`src/design/i2cmts_ram.sv`:
```
// Generic single-write, single-read synchronous RAM with registered read data.
`default_nettype none

module i2cmts_ram #(
   parameter int DEPTH  = 32,
   parameter int WIDTH  = 8,
   parameter int ADDR_W = $clog2(DEPTH)
) (
   input  wire logic              clock,
   input  wire logic              we,
   input  wire logic [ADDR_W-1:0] waddr,
   input  wire logic [WIDTH-1:0]  wdata,
   input  wire logic              re,
   input  wire logic [ADDR_W-1:0] raddr,
   output logic      [WIDTH-1:0]  rdata
);

   logic [WIDTH-1:0] mem [DEPTH];
   logic [WIDTH-1:0] rdata_ff;

   always_ff @(posedge clock) begin
      if (we) begin
         mem[waddr] <= wdata;
      end
   end

   always_ff @(posedge clock) begin
      if (re) begin
         rdata_ff <= mem[raddr];
      end
   end

   assign rdata = rdata_ff;

endmodule

`default_nettype wire

```
`config.mk`:
```
export PLATFORM = sky130hd
export DESIGN_NAME = i2cmts_ram
export DESIGN_NICKNAME = d
export VERILOG_FILES = /design/src/design/i2cmts_ram.sv
export SDC_FILE = /design/constraint.sdc
export NUM_CORES = 1
export LEC_CHECK = 0
export BUFFER_PORTS_ARGS = -buffer_cell sky130_fd_sc_hd__buf_2
export CORE_ASPECT_RATIO = 0.7
export CORE_MARGIN = 2
export CORE_UTILIZATION = 32
export DETAILED_ROUTE_END_ITERATION = 10
export PLACE_DENSITY_LB_ADDON = 0.2
export SLEW_MARGIN = 25
export SYNTH_ARGS = -nofsm -noshare
export SYNTH_HDL_FRONTEND = slang
export SYNTH_SLANG_ARGS = --single-unit
```
`constraint.sdc`:
```
create_clock -name clock -period 2.4 [get_ports clock]
set_input_delay 0.24 -clock clock [delete_from_list [all_inputs] [get_ports clock]]
set_output_delay 0.24 -clock clock [all_outputs]
set_load 0.05 [all_outputs]
```
==> results.sh <==
export IMPL_outcome="complete, no violations"
export IMPL_fp_coreArea_um2=31100
export IMPL_placed_area_um2=11100
export IMPL_syn_nets=438
export IMPL_sw_frac_of_total_pct=20.7
export IMPL_avgSynthCellArea_um2=24.3
export IMPL_numPortBuffers=28
export IMPL_crit_chain="mux4_2 -> mux4_2 -> mux2_2"
export IMPL_synth_area_leaders="edfxtp_1 78%, mux4_2 18%, nor2_1 1.2%, mux2_2 0.89%, buf_4 0.44%"
export IMPL_hp_class="primary input to flip-flop"
export IMPL_drt_wl_total_um=23000
export IMPL_yosys_warnings=0
export IMPL_cp_slowest_cell="mux4_2"
export IMPL_setup_ws_ps=459
export IMPL_gp_congestion=0.714
export IMPL_cts_hold_buffers=0
export IMPL_p_switching_mw=1.99
export IMPL_fin_crit_sh_pct=80.9
export IMPL_via_count=4490
export IMPL_overflow=0
export IMPL_final_area_um2=11900
export IMPL_max_freq_mhz=515
export IMPL_postCtsSetupBuffers=0
export IMPL_crit_top_cell="mux4_2"
export IMPL_setup_worst_path_start_class="flip-flop"
export IMPL_ir_drop_mv=0.477
export IMPL_grt_pass1_vias=4728
export IMPL_insertion_delay_ps=530
export IMPL_drtIter0Drc=493
export IMPL_die_y_um=153
export IMPL_clock_sinks=264
export IMPL_tightest_slew_ps=694
export IMPL_p_clk_share_pct=40.5
export IMPL_clk_transition_reported_paths_ps=60
export IMPL_h_tree_depth=1
export IMPL_synth_most_common_cell="edfxtp_1"
export IMPL_placed_cells=887
export IMPL_grt_usage_pct=14.3
export IMPL_p_int_mw=7.62
export IMPL_required_ps=2690
export IMPL_min_period_ps=1940
export IMPL_worstPathArrival_ps=2230
export IMPL_place_ws_ps=80.9
export IMPL_rows=54
export IMPL_worst_r2r_path_depth=3
export IMPL_postRouteAntennaNets=0
export IMPL_max_stage_delay_ps=520
export IMPL_grt_max_degree=33
export IMPL_cts_buffer_depth=3
export IMPL_wl_per_cell_um=24.7
export IMPL_p_seq_share_pct=53.7
export IMPL_cts_tree="built"
export IMPL_drc=0
export IMPL_die_area_um2=33100
export IMPL_synth_cells=417
export IMPL_cts_buffers=26
export IMPL_dp_hpwl_um=14700
export IMPL_cts_root_buf="clkbuf_16"
export IMPL_fin_cells=932
export IMPL_synthArstFlopShare_pct=0
export IMPL_finalHoldViolCount=0
export IMPL_crit_type="flip-flop to flip-flop"
export IMPL_grt_pass1_wl_um=33400
export IMPL_ff2ff_setup_slack_ps=460
export IMPL_ys_types=14
export IMPL_yosys_area_top_type="edfxtp_1"
export IMPL_endpoint_kind="flip-flop"
export IMPL_ys_ff_latch=264
export IMPL_cap_violations=0
export IMPL_start_util_pct=32.5
export IMPL_leakagePower_nw=3.73
export IMPL_num_antenna_cells=0
export IMPL_firstDrtPassIters=4
export IMPL_synthToLayoutAreaGrowth_pct=17.2
export IMPL_synth_edf_count=264
export IMPL_io_pins=29
export IMPL_ctsResizeCount=0
export IMPL_antenna_found_initial=1
export IMPL_setup_violations=0
export IMPL_hold_slack_ps=57.7
export IMPL_synth_commonest_cells="264 x edfxtp_1, 80 x mux4_2, 33 x nor2_1"
export IMPL_power_density_nw_per_um2=809
export IMPL_pwr_share_comb_pct=5.8
export IMPL_synth_top_cell_area_share_pct=78.2
export IMPL_slew_viol_final=0
export IMPL_fin_setup_tns_ps=0
export IMPL_rsz0062_at_grt="no"
export IMPL_nets=516
export IMPL_slew_headroom_pct=53.8
export IMPL_post_route_util_pct=38.1
export IMPL_drive_gt1_share_pct=38.3
export IMPL_fp_dieW_um=217
export IMPL_fin_skew_ps=7.24
export IMPL_critPathMaxFanout=1
export IMPL_syn_area_um2=10100
export IMPL_yosysSeqAreaShare_pct=78.2
export IMPL_total_power_mw=9.61
export IMPL_routed_via_density=4.82
export IMPL_synth_ff_type="edfxtp_1"
export IMPL_holdPathStages=1
-- worst paths after layout --
check | from | end
max | mem[30][5]$_DFFE_PP_ | rdata[5]$_DFFE_PP_
min | re | rdata[7]$_DFFE_PP_
max reg2reg | mem[30][5]$_DFFE_PP_ | rdata[5]$_DFFE_PP_
min reg2reg | mem[23][0]$_DFFE_PP_ | rdata[0]$_DFFE_PP_
-- power groups by stage --
stage	clock, mW	sequential, mW	combinational, mW
CTS	4.01	5.16	0.571
detailed placement	0	5.26	0.569
floorplan	0	5.30	0.273
global route	4.18	5.17	0.598
global placement	0	5.26	0.558
finish	3.89	5.16	0.555
-- cells by family after synthesis --
family,count (synthesis),synth area share (%)
AND/OR/NAND/NOR,45,2.05
multiplexers,88,18.7
buffers and inverters,20,1.05
flip-flops,264,78.2
-- flip-flops by register name, indices dropped and copies added, names as in the netlist --
| register | cells |
|---|---|
| rdata | 8 |
| mem | 256 |
-- critical path: cells and delay by family, from the launching register on --
family | cells | cell delay [ps]
flip-flops | 1 | 370
multiplexers | 3 | 1320
-- layout by cell type, fill, tap and decap left out --
| master | synthesis | routed |
|---|---|---|
| clkinv_2 | 0 | 4 |
| bufinv_16 | 0 | 2 |
| nand3b_1 | 5 | 5 |
| buf_12 | 0 | 5 |
| nor2_1 | 33 | 33 |
| clkinv_1 | 0 | 6 |
| clkbuf_1 | 6 | 4 |
| buf_4 | 6 | 38 |
| clkbuf_16 | 0 | 27 |
| nand2_1 | 1 | 1 |
| mux4_2 | 80 | 80 |
| or3_1 | 1 | 1 |
| buf_2 | 1 | 27 |
| nand3_1 | 2 | 2 |
| mux2_2 | 8 | 8 |
| clkinvlp_4 | 0 | 2 |
| edfxtp_1 | 264 | 264 |
| or3b_2 | 3 | 3 |
-- layout make-up --
type                    count  area [µm²]
clock buffers              31         691
fillers                  2807       19300
repair buffers             70         520
clock inverters            14         118
well taps                 420         526
multi-input cells         133        2100
flip-flops and latches    264        7930
-- per-layer routing --
layer / up-vias / track usage [%] / wire length [µm]
met5: - / 0 / 0
met3: 30 / 2.99 / 2370
met2: 140 / 21.3 / 10300
met1: 2382 / 21.9 / 10000
met4: 0 / 2.51 / 379
li1: 1938 / - / -
Power figures use the tool's default switching activity.
