--- config.mk ---
export PLATFORM = sky130hd
export DESIGN_NAME = i2cmts_ctrl
export DESIGN_NICKNAME = d
export VERILOG_FILES = /design/src/design/i2cmts_pkg.sv /design/src/design/i2cmts_ctrl.sv
export SDC_FILE = /design/constraint.sdc
export NUM_CORES = 1
export LEC_CHECK = 0
export BUFFER_PORTS_ARGS = -buffer_cell sky130_fd_sc_hd__buf_2
export CORE_MARGIN = 2
export CORE_UTILIZATION = 49
export CTS_CLUSTER_DIAMETER = 30
export DETAILED_ROUTE_END_ITERATION = 6
export MAX_ROUTING_LAYER = met4
export PLACE_DENSITY = 0.8
export SYNTH_ARGS = -nofsm -noshare
export SYNTH_HDL_FRONTEND = slang
export SYNTH_SLANG_ARGS = --single-unit
--- constraint.sdc ---
create_clock -name clock -period 4.8 [get_ports clock]
set_input_delay 0.96 -clock clock [delete_from_list [all_inputs] [get_ports clock]]
set_output_delay 0.96 -clock clock [all_outputs]
set_load 0.02 [all_outputs]
--- src/design/i2cmts_pkg.sv ---
// Package with shared types, codes and constants of the I2C master transaction sequencer.
`default_nettype none

package i2cmts_pkg;

   localparam int BUFFER_DEPTH = 32;
   localparam int ADDR_W       = $clog2(BUFFER_DEPTH);
   localparam int LEN_W        = 6;
   localparam int CMP_W        = 10;
   localparam int POS_MAX      = 63;

   // Host command codes.
   localparam logic [2:0] CMD_LOAD_TX  = 3'd0;
   localparam logic [2:0] CMD_START_WR = 3'd1;
   localparam logic [2:0] CMD_START_RD = 3'd2;
   localparam logic [2:0] CMD_BUS_EVT  = 3'd3;
   localparam logic [2:0] CMD_READ_RX  = 3'd4;

   // Engine status nibbles.
   localparam logic [3:0] ST_START  = 4'hE;
   localparam logic [3:0] ST_TXBYTE = 4'hC;
   localparam logic [3:0] ST_RXBYTE = 4'h8;

   // Start and acknowledge control codes.
   localparam logic [1:0] CTL_KEEP  = 2'd0;
   localparam logic [1:0] START_SET = 2'd1;
   localparam logic [1:0] START_CLR = 2'd2;
   localparam logic [1:0] ACK_ACK   = 2'd1;
   localparam logic [1:0] ACK_NACK  = 2'd2;

   // Source of the data byte that is merged in after the store read.
   localparam logic [1:0] SRC_NONE = 2'd0;
   localparam logic [1:0] SRC_TX   = 2'd1;
   localparam logic [1:0] SRC_RX   = 2'd2;

   typedef struct packed {
      logic [2:0] command;
      logic [6:0] device_address;
      logic [5:0] byte_count;
      logic [4:0] buffer_index;
      logic [7:0] data_byte;
      logic [3:0] bus_state;
      logic       ack_received;
      logic       arbitration_lost;
   } req_type;

   typedef struct packed {
      logic       write_data_valid;
      logic [7:0] write_data;
      logic [1:0] start_control;
      logic       stop_request;
      logic [1:0] ack_control;
      logic       bus_reset;
      logic       busy_res;
      logic [7:0] error_count;
      logic [7:0] read_data;
      logic       command_refused;
   } rsp_type;

   typedef struct packed {
      logic              we;
      logic [ADDR_W-1:0] waddr;
      logic [7:0]        wdata;
      logic [ADDR_W-1:0] raddr;
   } mem_req_type;

   typedef struct packed {
      rsp_type    rsp;
      logic [1:0] src;
   } stage_type;

   function automatic logic [LEN_W-1:0] clamp_len(input logic [LEN_W-1:0] n);
      if (CMP_W'(n) > CMP_W'(BUFFER_DEPTH)) begin
         return LEN_W'(BUFFER_DEPTH);
      end
      return n;
   endfunction

endpackage

`default_nettype wire

--- src/design/i2cmts_ctrl.sv ---
// Request decoder and sequencer state: positions, lengths, busy flag and error count.
`default_nettype none

module i2cmts_ctrl
   import i2cmts_pkg::*;
(
   input  wire logic    clock,
   input  wire logic    reset,
   input  wire logic    accept,
   input  wire req_type req,
   output mem_req_type  tx_mem,
   output mem_req_type  rx_mem,
   output stage_type    stage
);

   logic [LEN_W-1:0] tx_len_ff, tx_len_in;
   logic [LEN_W-1:0] tx_pos_ff, tx_pos_in;
   logic [LEN_W-1:0] rx_len_ff, rx_len_in;
   logic [LEN_W-1:0] rx_pos_ff, rx_pos_in;
   logic             dir_read_ff, dir_read_in;
   logic [6:0]       target_ff, target_in;
   logic             busy_ff, busy_in;
   logic [7:0]       err_ff, err_in;

   logic idx_ok;
   logic tx_pos_ok;
   logic rx_pos_ok;
   logic host_cmd;

   assign idx_ok    = CMP_W'(req.buffer_index) < CMP_W'(BUFFER_DEPTH);
   assign tx_pos_ok = CMP_W'(tx_pos_ff) < CMP_W'(BUFFER_DEPTH);
   assign rx_pos_ok = CMP_W'(rx_pos_ff) < CMP_W'(BUFFER_DEPTH);
   assign host_cmd  = (req.command == CMD_LOAD_TX) || (req.command == CMD_START_WR) ||
                      (req.command == CMD_START_RD) || (req.command == CMD_READ_RX);

   always_comb begin
      tx_len_in   = tx_len_ff;
      tx_pos_in   = tx_pos_ff;
      rx_len_in   = rx_len_ff;
      rx_pos_in   = rx_pos_ff;
      dir_read_in = dir_read_ff;
      target_in   = target_ff;
      busy_in     = busy_ff;
      err_in      = err_ff;

      stage     = '0;
      stage.src = SRC_NONE;

      tx_mem       = '0;
      tx_mem.waddr = ADDR_W'(CMP_W'(req.buffer_index));
      tx_mem.wdata = req.data_byte;
      tx_mem.raddr = ADDR_W'(CMP_W'(tx_pos_ff));

      rx_mem       = '0;
      rx_mem.waddr = ADDR_W'(CMP_W'(rx_pos_ff));
      rx_mem.wdata = req.data_byte;
      rx_mem.raddr = ADDR_W'(CMP_W'(req.buffer_index));

      if (host_cmd && busy_ff) begin
         stage.rsp.command_refused = 1'b1;
      end else begin
         case (req.command)
            CMD_LOAD_TX: begin
               tx_mem.we = idx_ok;
            end
            CMD_START_WR: begin
               target_in                = req.device_address;
               tx_len_in                = clamp_len(req.byte_count);
               tx_pos_in                = '0;
               dir_read_in              = 1'b0;
               busy_in                  = 1'b1;
               stage.rsp.start_control  = START_SET;
            end
            CMD_START_RD: begin
               target_in                = req.device_address;
               rx_len_in                = clamp_len(req.byte_count);
               rx_pos_in                = '0;
               dir_read_in              = 1'b1;
               busy_in                  = 1'b1;
               stage.rsp.start_control  = START_SET;
            end
            CMD_BUS_EVT: begin
               if (!req.arbitration_lost && req.bus_state == ST_START) begin
                  stage.rsp.write_data_valid = 1'b1;
                  stage.rsp.write_data       = {target_ff, dir_read_ff};
                  stage.rsp.start_control    = START_CLR;
               end else if (!req.arbitration_lost && req.bus_state == ST_TXBYTE) begin
                  if (!req.ack_received) begin
                     stage.rsp.stop_request  = 1'b1;
                     stage.rsp.start_control = START_SET;
                     busy_in                 = 1'b0;
                  end else if (!dir_read_ff) begin
                     if (tx_pos_ff >= tx_len_ff) begin
                        stage.rsp.stop_request = 1'b1;
                        busy_in                = 1'b0;
                     end else begin
                        // The byte itself is merged in later from the registered store read.
                        stage.rsp.write_data_valid = 1'b1;
                        stage.src                  = tx_pos_ok ? SRC_TX : SRC_NONE;
                        tx_pos_in                  = tx_pos_ff + LEN_W'(1);
                     end
                  end
               end else if (!req.arbitration_lost && req.bus_state == ST_RXBYTE) begin
                  rx_mem.we = rx_pos_ok;
                  if (rx_pos_ff < LEN_W'(POS_MAX)) begin
                     rx_pos_in = rx_pos_ff + LEN_W'(1);
                  end
                  if (rx_pos_in < rx_len_ff) begin
                     stage.rsp.ack_control = ACK_ACK;
                  end else begin
                     stage.rsp.ack_control  = ACK_NACK;
                     stage.rsp.stop_request = 1'b1;
                     busy_in                = 1'b0;
                  end
               end else begin
                  stage.rsp.bus_reset = 1'b1;
                  busy_in             = 1'b0;
                  err_in              = err_ff + 8'd1;
               end
            end
            CMD_READ_RX: begin
               stage.src = idx_ok ? SRC_RX : SRC_NONE;
            end
            default: begin
            end
         endcase
      end

      stage.rsp.busy_res    = busy_in;
      stage.rsp.error_count = err_in;

      if (!accept) begin
         tx_mem.we = 1'b0;
         rx_mem.we = 1'b0;
      end
   end

   always_ff @(posedge clock) begin
      if (reset) begin
         tx_len_ff   <= '0;
         tx_pos_ff   <= '0;
         rx_len_ff   <= '0;
         rx_pos_ff   <= '0;
         dir_read_ff <= 1'b0;
         target_ff   <= '0;
         busy_ff     <= 1'b0;
         err_ff      <= '0;
      end else if (accept) begin
         tx_len_ff   <= tx_len_in;
         tx_pos_ff   <= tx_pos_in;
         rx_len_ff   <= rx_len_in;
         rx_pos_ff   <= rx_pos_in;
         dir_read_ff <= dir_read_in;
         target_ff   <= target_in;
         busy_ff     <= busy_in;
         err_ff      <= err_in;
      end
   end

endmodule

`default_nettype wire

==> results of run 1 <==
[cell usage after synthesis (2+ instances only)]
master	number	area share, %
nand4_1	3	0.66
and2_1	12	2.6
buf_4	45	12
or2_2	2	0.44
nor2b_1	8	1.7
and4_1	2	0.61
nand3_1	10	1.7
nor3_1	3	0.52
nor3b_1	2	0.52
nor2_1	36	4.7
nand4b_1	2	0.61
mux2_2	3	1.2
or4_2	2	0.61
buf_2	2	0.35
nand3b_1	7	1.8
a41oi_1	2	0.61
o21a_1	2	0.52
ha_1	14	6.1
xnor2_1	7	2.1
clkbuf_1	10	1.3
o2111a_1	2	0.79
or4_1	5	1.3
nand2_1	28	3.7
a21oi_1	20	3.5
o211ai_1	4	1.0
xor2_1	10	3.1
inv_1	13	1.7
and3_1	4	0.87
mux2i_1	19	6.6
nand2b_1	4	0.87
o21ai_0	4	0.70
a31oi_1	2	0.44
dfxtp_1	41	29
nor4b_1	3	0.92
[power breakdown]
| group | switching [mW] | internal [mW] | leakage, nW |
|---|---|---|---|
| sequential | 0.00366 | 0.345 | 0.331 |
| clock | 0.116 | 0.151 | 0.0540 |
| combinational | 0.0491 | 0.0286 | 0.976 |
[flip-flops by register name (all words and copies together), names as in the netlist]
register     count
target_ff        7
rx_len_ff        6
err_ff           8
rx_pos_ff        6
dir_read_ff      1
busy_ff          1
tx_len_ff        6
tx_pos_ff        6
[kinds of logic after synthesis]
family | count (synthesis)
XOR/XNOR | 17
AND/OR/NAND/NOR | 139
adder cells (fa/ha/maj) | 14
flip-flops | 41
AO/OA/AOI/OAI | 42
multiplexers | 22
other | 1
buffers and inverters | 71
[worst reg2reg max path, stage by stage, from the launching register on]
cell and delay [ns]:
dfxtp_1 0.42, ha_1 0.29, and4_1 0.28, nand2_1 0.13
mux2_2 0.32, ha_1 0.21, nor3b_1 0.18, nand3_1 0.10
o211a_1 0.15, or4_2 0.64, a41oi_1 0.20
[final cells by class]
| cell class | instances | area (um2) | area share, % |
|---|---|---|---|
| clock buffers | 5 | 68.8 | 2.27 |
| clock inverters | 2 | 35.0 | 1.16 |
| multi-input cells | 242 | 1640 | 54.0 |
| inverters | 13 | 48.8 | 1.61 |
| well taps | 72 | 90.1 | 2.97 |
| flip-flops and latches | 41 | 821 | 27.1 |
| repair buffers | 65 | 330 | 10.9 |
[metal layers]
| metal | global-route usage (%) | share of wire [%] |
|---|---|---|
| met4 | 3.90 | 0.68 |
| met1 | 23.8 | 47 |
| met3 | 4.72 | 5.9 |
| met5 | - | 0 |
| met2 | 30.6 | 47 |
[path summary, 6_finish.rpt]
check | from | endpoint | slack (ns) | cells after the start
max reg2reg | rx_pos_ff[0]$_SDFFE_PP0P_ | busy_ff$_SDFFE_PP0P_ | 1.80 | 10
min | target_ff[6]$_SDFFE_PP0P_ | target_ff[6]$_SDFFE_PP0P_ | 0.49 | 2
max | rx_pos_ff[0]$_SDFFE_PP0P_ | stage[19] | 0.43 | 11
min reg2reg | target_ff[6]$_SDFFE_PP0P_ | target_ff[6]$_SDFFE_PP0P_ | 0.49 | 2
==> run metrics, run 1 <==
Cell Count Post-Placement=between 400 and 500; design area=roughly 3000 um2; most frequent CP cell=ha_1; RSZ-0062 raised after global routing=no; global-route wire length before repair=9520 um; # Post-CTS Setup Buffers=0; vias in the first global route=between 2000 and 2500; Setup crit start kind=flip-flop; non-filler cells, final=440; Async SR Flop Fraction=0%; CTS clk-pin slew, worst paths=0.08 ns; mean area per synthesized cell=8.25 um2; DIE AREA=6470 um2; crit path max fanout=7; Hold Path Class=flip-flop to flip-flop; final setup violation count=0; critical-path cell list=ha_1 > and4_1 > nand2_1 > mux2_2 > ha_1 > nor3b_1 > nand3_1 > o211a_1 > or4_2 > a31oi_1 > buf_2; # nets final=420; gr ovfl total=0; number of vias per cell=5.28; post-synthesis simple-gate area fraction=26.7%; DPL Wire Length=4230 um; Avg WL per Cell=12.8 um; number of flops mapped to enable cells by yosys=0; CP delay by family, top=simple AND/OR/NAND/NOR gates; most common cell after layout, fill and taps aside=buf_2; clock latency on the worst-skew pair=slightly below 0.3 ns; relative slew slack=38.8%; Ys Warns=0; Initial Utilization=51.4%; multiplexer share of the synthesized area=7.82%; setup ws final=about 0.43 ns; # fillers=514; status=completed; CP max-delay cell=or4_2; post-synthesis sequential area ratio=28.7%; number of gates resized after CTS=0; worst vdd ir=~0.12 mV; htree depth=2; die width=80.5 um; Post-DRT Antenna Nets=0; Synth Register Bits=41; CTS Sinks=41; Crit Path Category=flip-flop to output port; gpl congestion=between 0.8 and 0.9; max_cap viols=0; DRC viols=0; Crit path arrival time=3.41 ns; dpl ws=0.793 ns; Power, Total=~0.69 mW; final cycle utilization of the critical path=91.1%; Final Skew=between 0.01 and 0.015 ns; max incr delay on CP=0.64 ns; vias=2325; f_max=229 MHz; CTS Buffer Depth=2; core outline area=around 5600 um2; I/O pin count=111; first drt pass iteration count=4; xor/xnor share of the synthesized area=5.20%; CTS tree=yes; TNS Setup=0 ns; main combinational cell family by area after synthesis=simple AND/OR/NAND/NOR gates; CP Data Required Time=~3.8 ns; power per cell area=around 230 nW/um2; GRT Total Usage=18.8%; main flop type after synthesis=dfxtp_1; Row Count=27; Setup crit end kind=output port; hold bufs inserted after CTS=0; Inserted Clock Buffers=5; hold slack final=slightly below 0.5 ns; fin. max-slew vios=0; dpl cell area=between 2000 and 3000 um2; initial DRC count=84; DIE HEIGHT=80.5 um; Least-Margin Pin Slew=between 0.9 and 1 ns; share of cells above drive strength 1=approximately 23%; clk root buf=clkbuf_8; Synth cell types=48; post-synthesis compound-gate area fraction=10.1%; Final Hold Vio Count=0; final worst path period need=4.37 ns; IO Port Bufs=63; largest net degree at the start of global routing=38; Total Wirelength=5620 um; Finished Core Util=around 54%; ANT cells=0; Area growth, synth to finish=5.85%; Static Leakage=1.36 nW; post-synthesis adder-cell area fraction=6.12%; most frequent cells in the layout=buf_2, dfxtp_1, nor2_1; mapped cell area=2860 um2; initial antenna violation count=0; CP Buf/Inv Count=1; cells after synthesis=347
Note: power is estimated with default switching activity, not from simulation.
==> run 2: changes to the inputs <==
--- a/config.mk
+++ b/config.mk
@@ -7,11 +7,10 @@
 export LEC_CHECK = 0
 export BUFFER_PORTS_ARGS = -buffer_cell sky130_fd_sc_hd__buf_2
 export CORE_MARGIN = 2
-export CORE_UTILIZATION = 49
+export CORE_UTILIZATION = 30
 export CTS_CLUSTER_DIAMETER = 30
 export DETAILED_ROUTE_END_ITERATION = 6
 export MAX_ROUTING_LAYER = met4
-export PLACE_DENSITY = 0.8
 export SYNTH_ARGS = -nofsm -noshare
 export SYNTH_HDL_FRONTEND = slang
 export SYNTH_SLANG_ARGS = --single-unit
==> run metrics, run 2 (same netlist as run 1, synthesis figures left out) <==
Crit path arrival time=3.34 ns (-0.07 ns); max_cap viols=0 (unchanged); Setup crit end kind=output port; Least-Margin Pin Slew=0.902 ns (-0.0111 ns); first drt pass iteration count=4 (unchanged); ANT cells=0 (unchanged); Largest Register=err_ff; Static Leakage=1.35 nW (-0.97%); Clk network pwr share=33.1% (-5.5 points); DIE AREA=10300 um2 (+60%); vias in the first global route=2181 (-0.50%); gr ovfl total=0 (unchanged); DPL Wire Length=4680 um (+11%); Area growth, synth to finish=7.47%; crit path max fanout=7 (unchanged); Final Skew=0.00409 ns (-0.00735 ns); vias=2318 (-0.30%); CTS clk-pin slew, worst paths=0.08 ns (about the same); clock latency on the worst-skew pair=0.29 ns (about the same); Hold Crit Start=target_ff[1]$_SDFFE_PP0P_; Cell Int Power=0.469 mW (-11%); power per cell area=208 nW/um2 (-9.3%); CTS Buffer Depth=2 (unchanged); multi-input logic area=1640 um2 (+0.31%); global-route wire length before repair=10000 um (+5.4%); switch share=26.5% (+2.2 points); Total Wirelength=6170 um (+9.9%); final worst path period need=4.30 ns (-0.0704 ns); switching power=0.170 mW (+0.31%); final cycle utilization of the critical path=89.6% (-1.5 points); Post-DRT Antenna Nets=0 (unchanged); DIE HEIGHT=102 um (+26%); Top Registers=err_ff (8), target_ff (7); initial antenna violation count=0 (unchanged); final setup violation count=0 (unchanged); core outline area=9240 um2 (+66%); share of cells above drive strength 1=23.2% (+0.063 points); # fillers=989 (+92%); number of gates resized after CTS=0 (unchanged); clk root buf=clkbuf_8; initial DRC count=93 (+11%); number of vias per cell=4.67 (-12%); Inserted Clock Buffers=5 (unchanged); CP Data Required Time=3.84 ns (about the same); worst vdd ir=0.104 mV (-16%); Finished Core Util=33.3% (-21 points); FF-to-FF Start=rx_pos_ff[0]$_SDFFE_PP0P_; status=completed; Hold Path Class=flip-flop to flip-flop; hold bufs inserted after CTS=0 (unchanged); largest net degree at the start of global routing=38 (unchanged); most frequent cells in the layout=buf_2, dfxtp_1, nor2_1; hold slack final=0.488 ns (+0.000341 ns); CTS Sinks=41 (unchanged); most common cell after layout, fill and taps aside=buf_2; die width=102 um (+26%); Worst Setup SP=rx_pos_ff[0]$_SDFFE_PP0P_; Avg WL per Cell=12.4 um (-2.5%); Seq. cell area=821 um2 (unchanged); CTS tree=yes; # Post-CTS Setup Buffers=0 (unchanged); Setup crit start kind=flip-flop; DRC viols=0 (unchanged); Comb pwr share=12.4% (+1.2 points); Initial Utilization=31.0% (-20 points); gpl congestion=0.791 (-9.5%); fin. max-slew vios=0 (unchanged); max reg flops=8 (unchanged); Crit Path Category=flip-flop to output port; Final Hold Vio Count=0 (unchanged); Seq pwr share=54.5% (+4.3 points); I/O pin count=111 (unchanged); RSZ-0062 raised after global routing=no; htree depth=2 (unchanged); TNS Setup=0 ns (unchanged); f_max=233 MHz (+1.6%); GRT Total Usage=12.4% (-6.4 points); # nets final=420 (unchanged); IO Port Bufs=63 (unchanged); relative slew slack=39.5% (+0.75 points); Row Count=35 (+30%)
## run 2: changes by cell type in the layout (fill, tap and decap cells not counted), sizes merged
cell    previous run  this run
bufinv             1         0
## run 2: through the flow
step           std cells  total power, mW  setup WS (ns)  area [um2]
6_report             496            0.639          0.499        3080
5_1_grt              496            0.675          0.246        3080
3_3_place_gp         490            0.434          0.888        3000
2_1_floorplan        354            0.447           1.00        2890
4_1_cts              496            0.651          0.484        3080
3_5_place_dp         490            0.436          0.813        3000
## run 2: path summary, 6_finish.rpt
path                                to  slack (ns)  cells after the start
max                          stage[19]        0.50                     11
min          target_ff[1]$_SDFFE_PP0P_        0.49                      2
max reg2reg       busy_ff$_SDFFE_PP0P_        1.85                     10
min reg2reg  target_ff[1]$_SDFFE_PP0P_        0.49                      2
## run 2: cell type report
| type | instances | share of cell area, % |
|---|---|---|
| Multi-Input combinational cell | 242 | 53.4 |
| Sequential cell | 41 | 26.7 |
| Timing Repair Buffer | 65 | 10.7 |
| Tap cell | 129 | 5.24 |
| Clock buffer | 5 | 2.24 |
| Inverter | 13 | 1.59 |
| Clock inverter | 1 | 0.163 |
## run 2: critical path: stages, from the launching register on
cell     delay, ns
dfxtp_1       0.42
ha_1          0.28
and4_1        0.26
nand2_1       0.12
mux2_2        0.32
ha_1          0.20
nor3b_1       0.19
nand3_1       0.09
o211a_1       0.15
or4_2         0.63
a31oi_1       0.20
buf_2         0.19
## run 2: power by group through the flow
stage | logic [mW] | clock network (mW) | registers [mW]
after CTS | 0.0799 | 0.223 | 0.348
after global routing | 0.0878 | 0.238 | 0.349
after global placement | 0.0783 | 0 | 0.356
after floorplan | 0.0916 | 0 | 0.355
final | 0.0791 | 0.211 | 0.348
after detailed placement | 0.0794 | 0 | 0.356
## run 2: routing by layer
metal	GRT usage (%)	share of wire, %	vias up
met5	-	0	-
met4	3.12	0.75	0
met3	2.35	5.0	7
met2	20.3	46	60
met1	15.8	48	1067
li1	-	-	1184
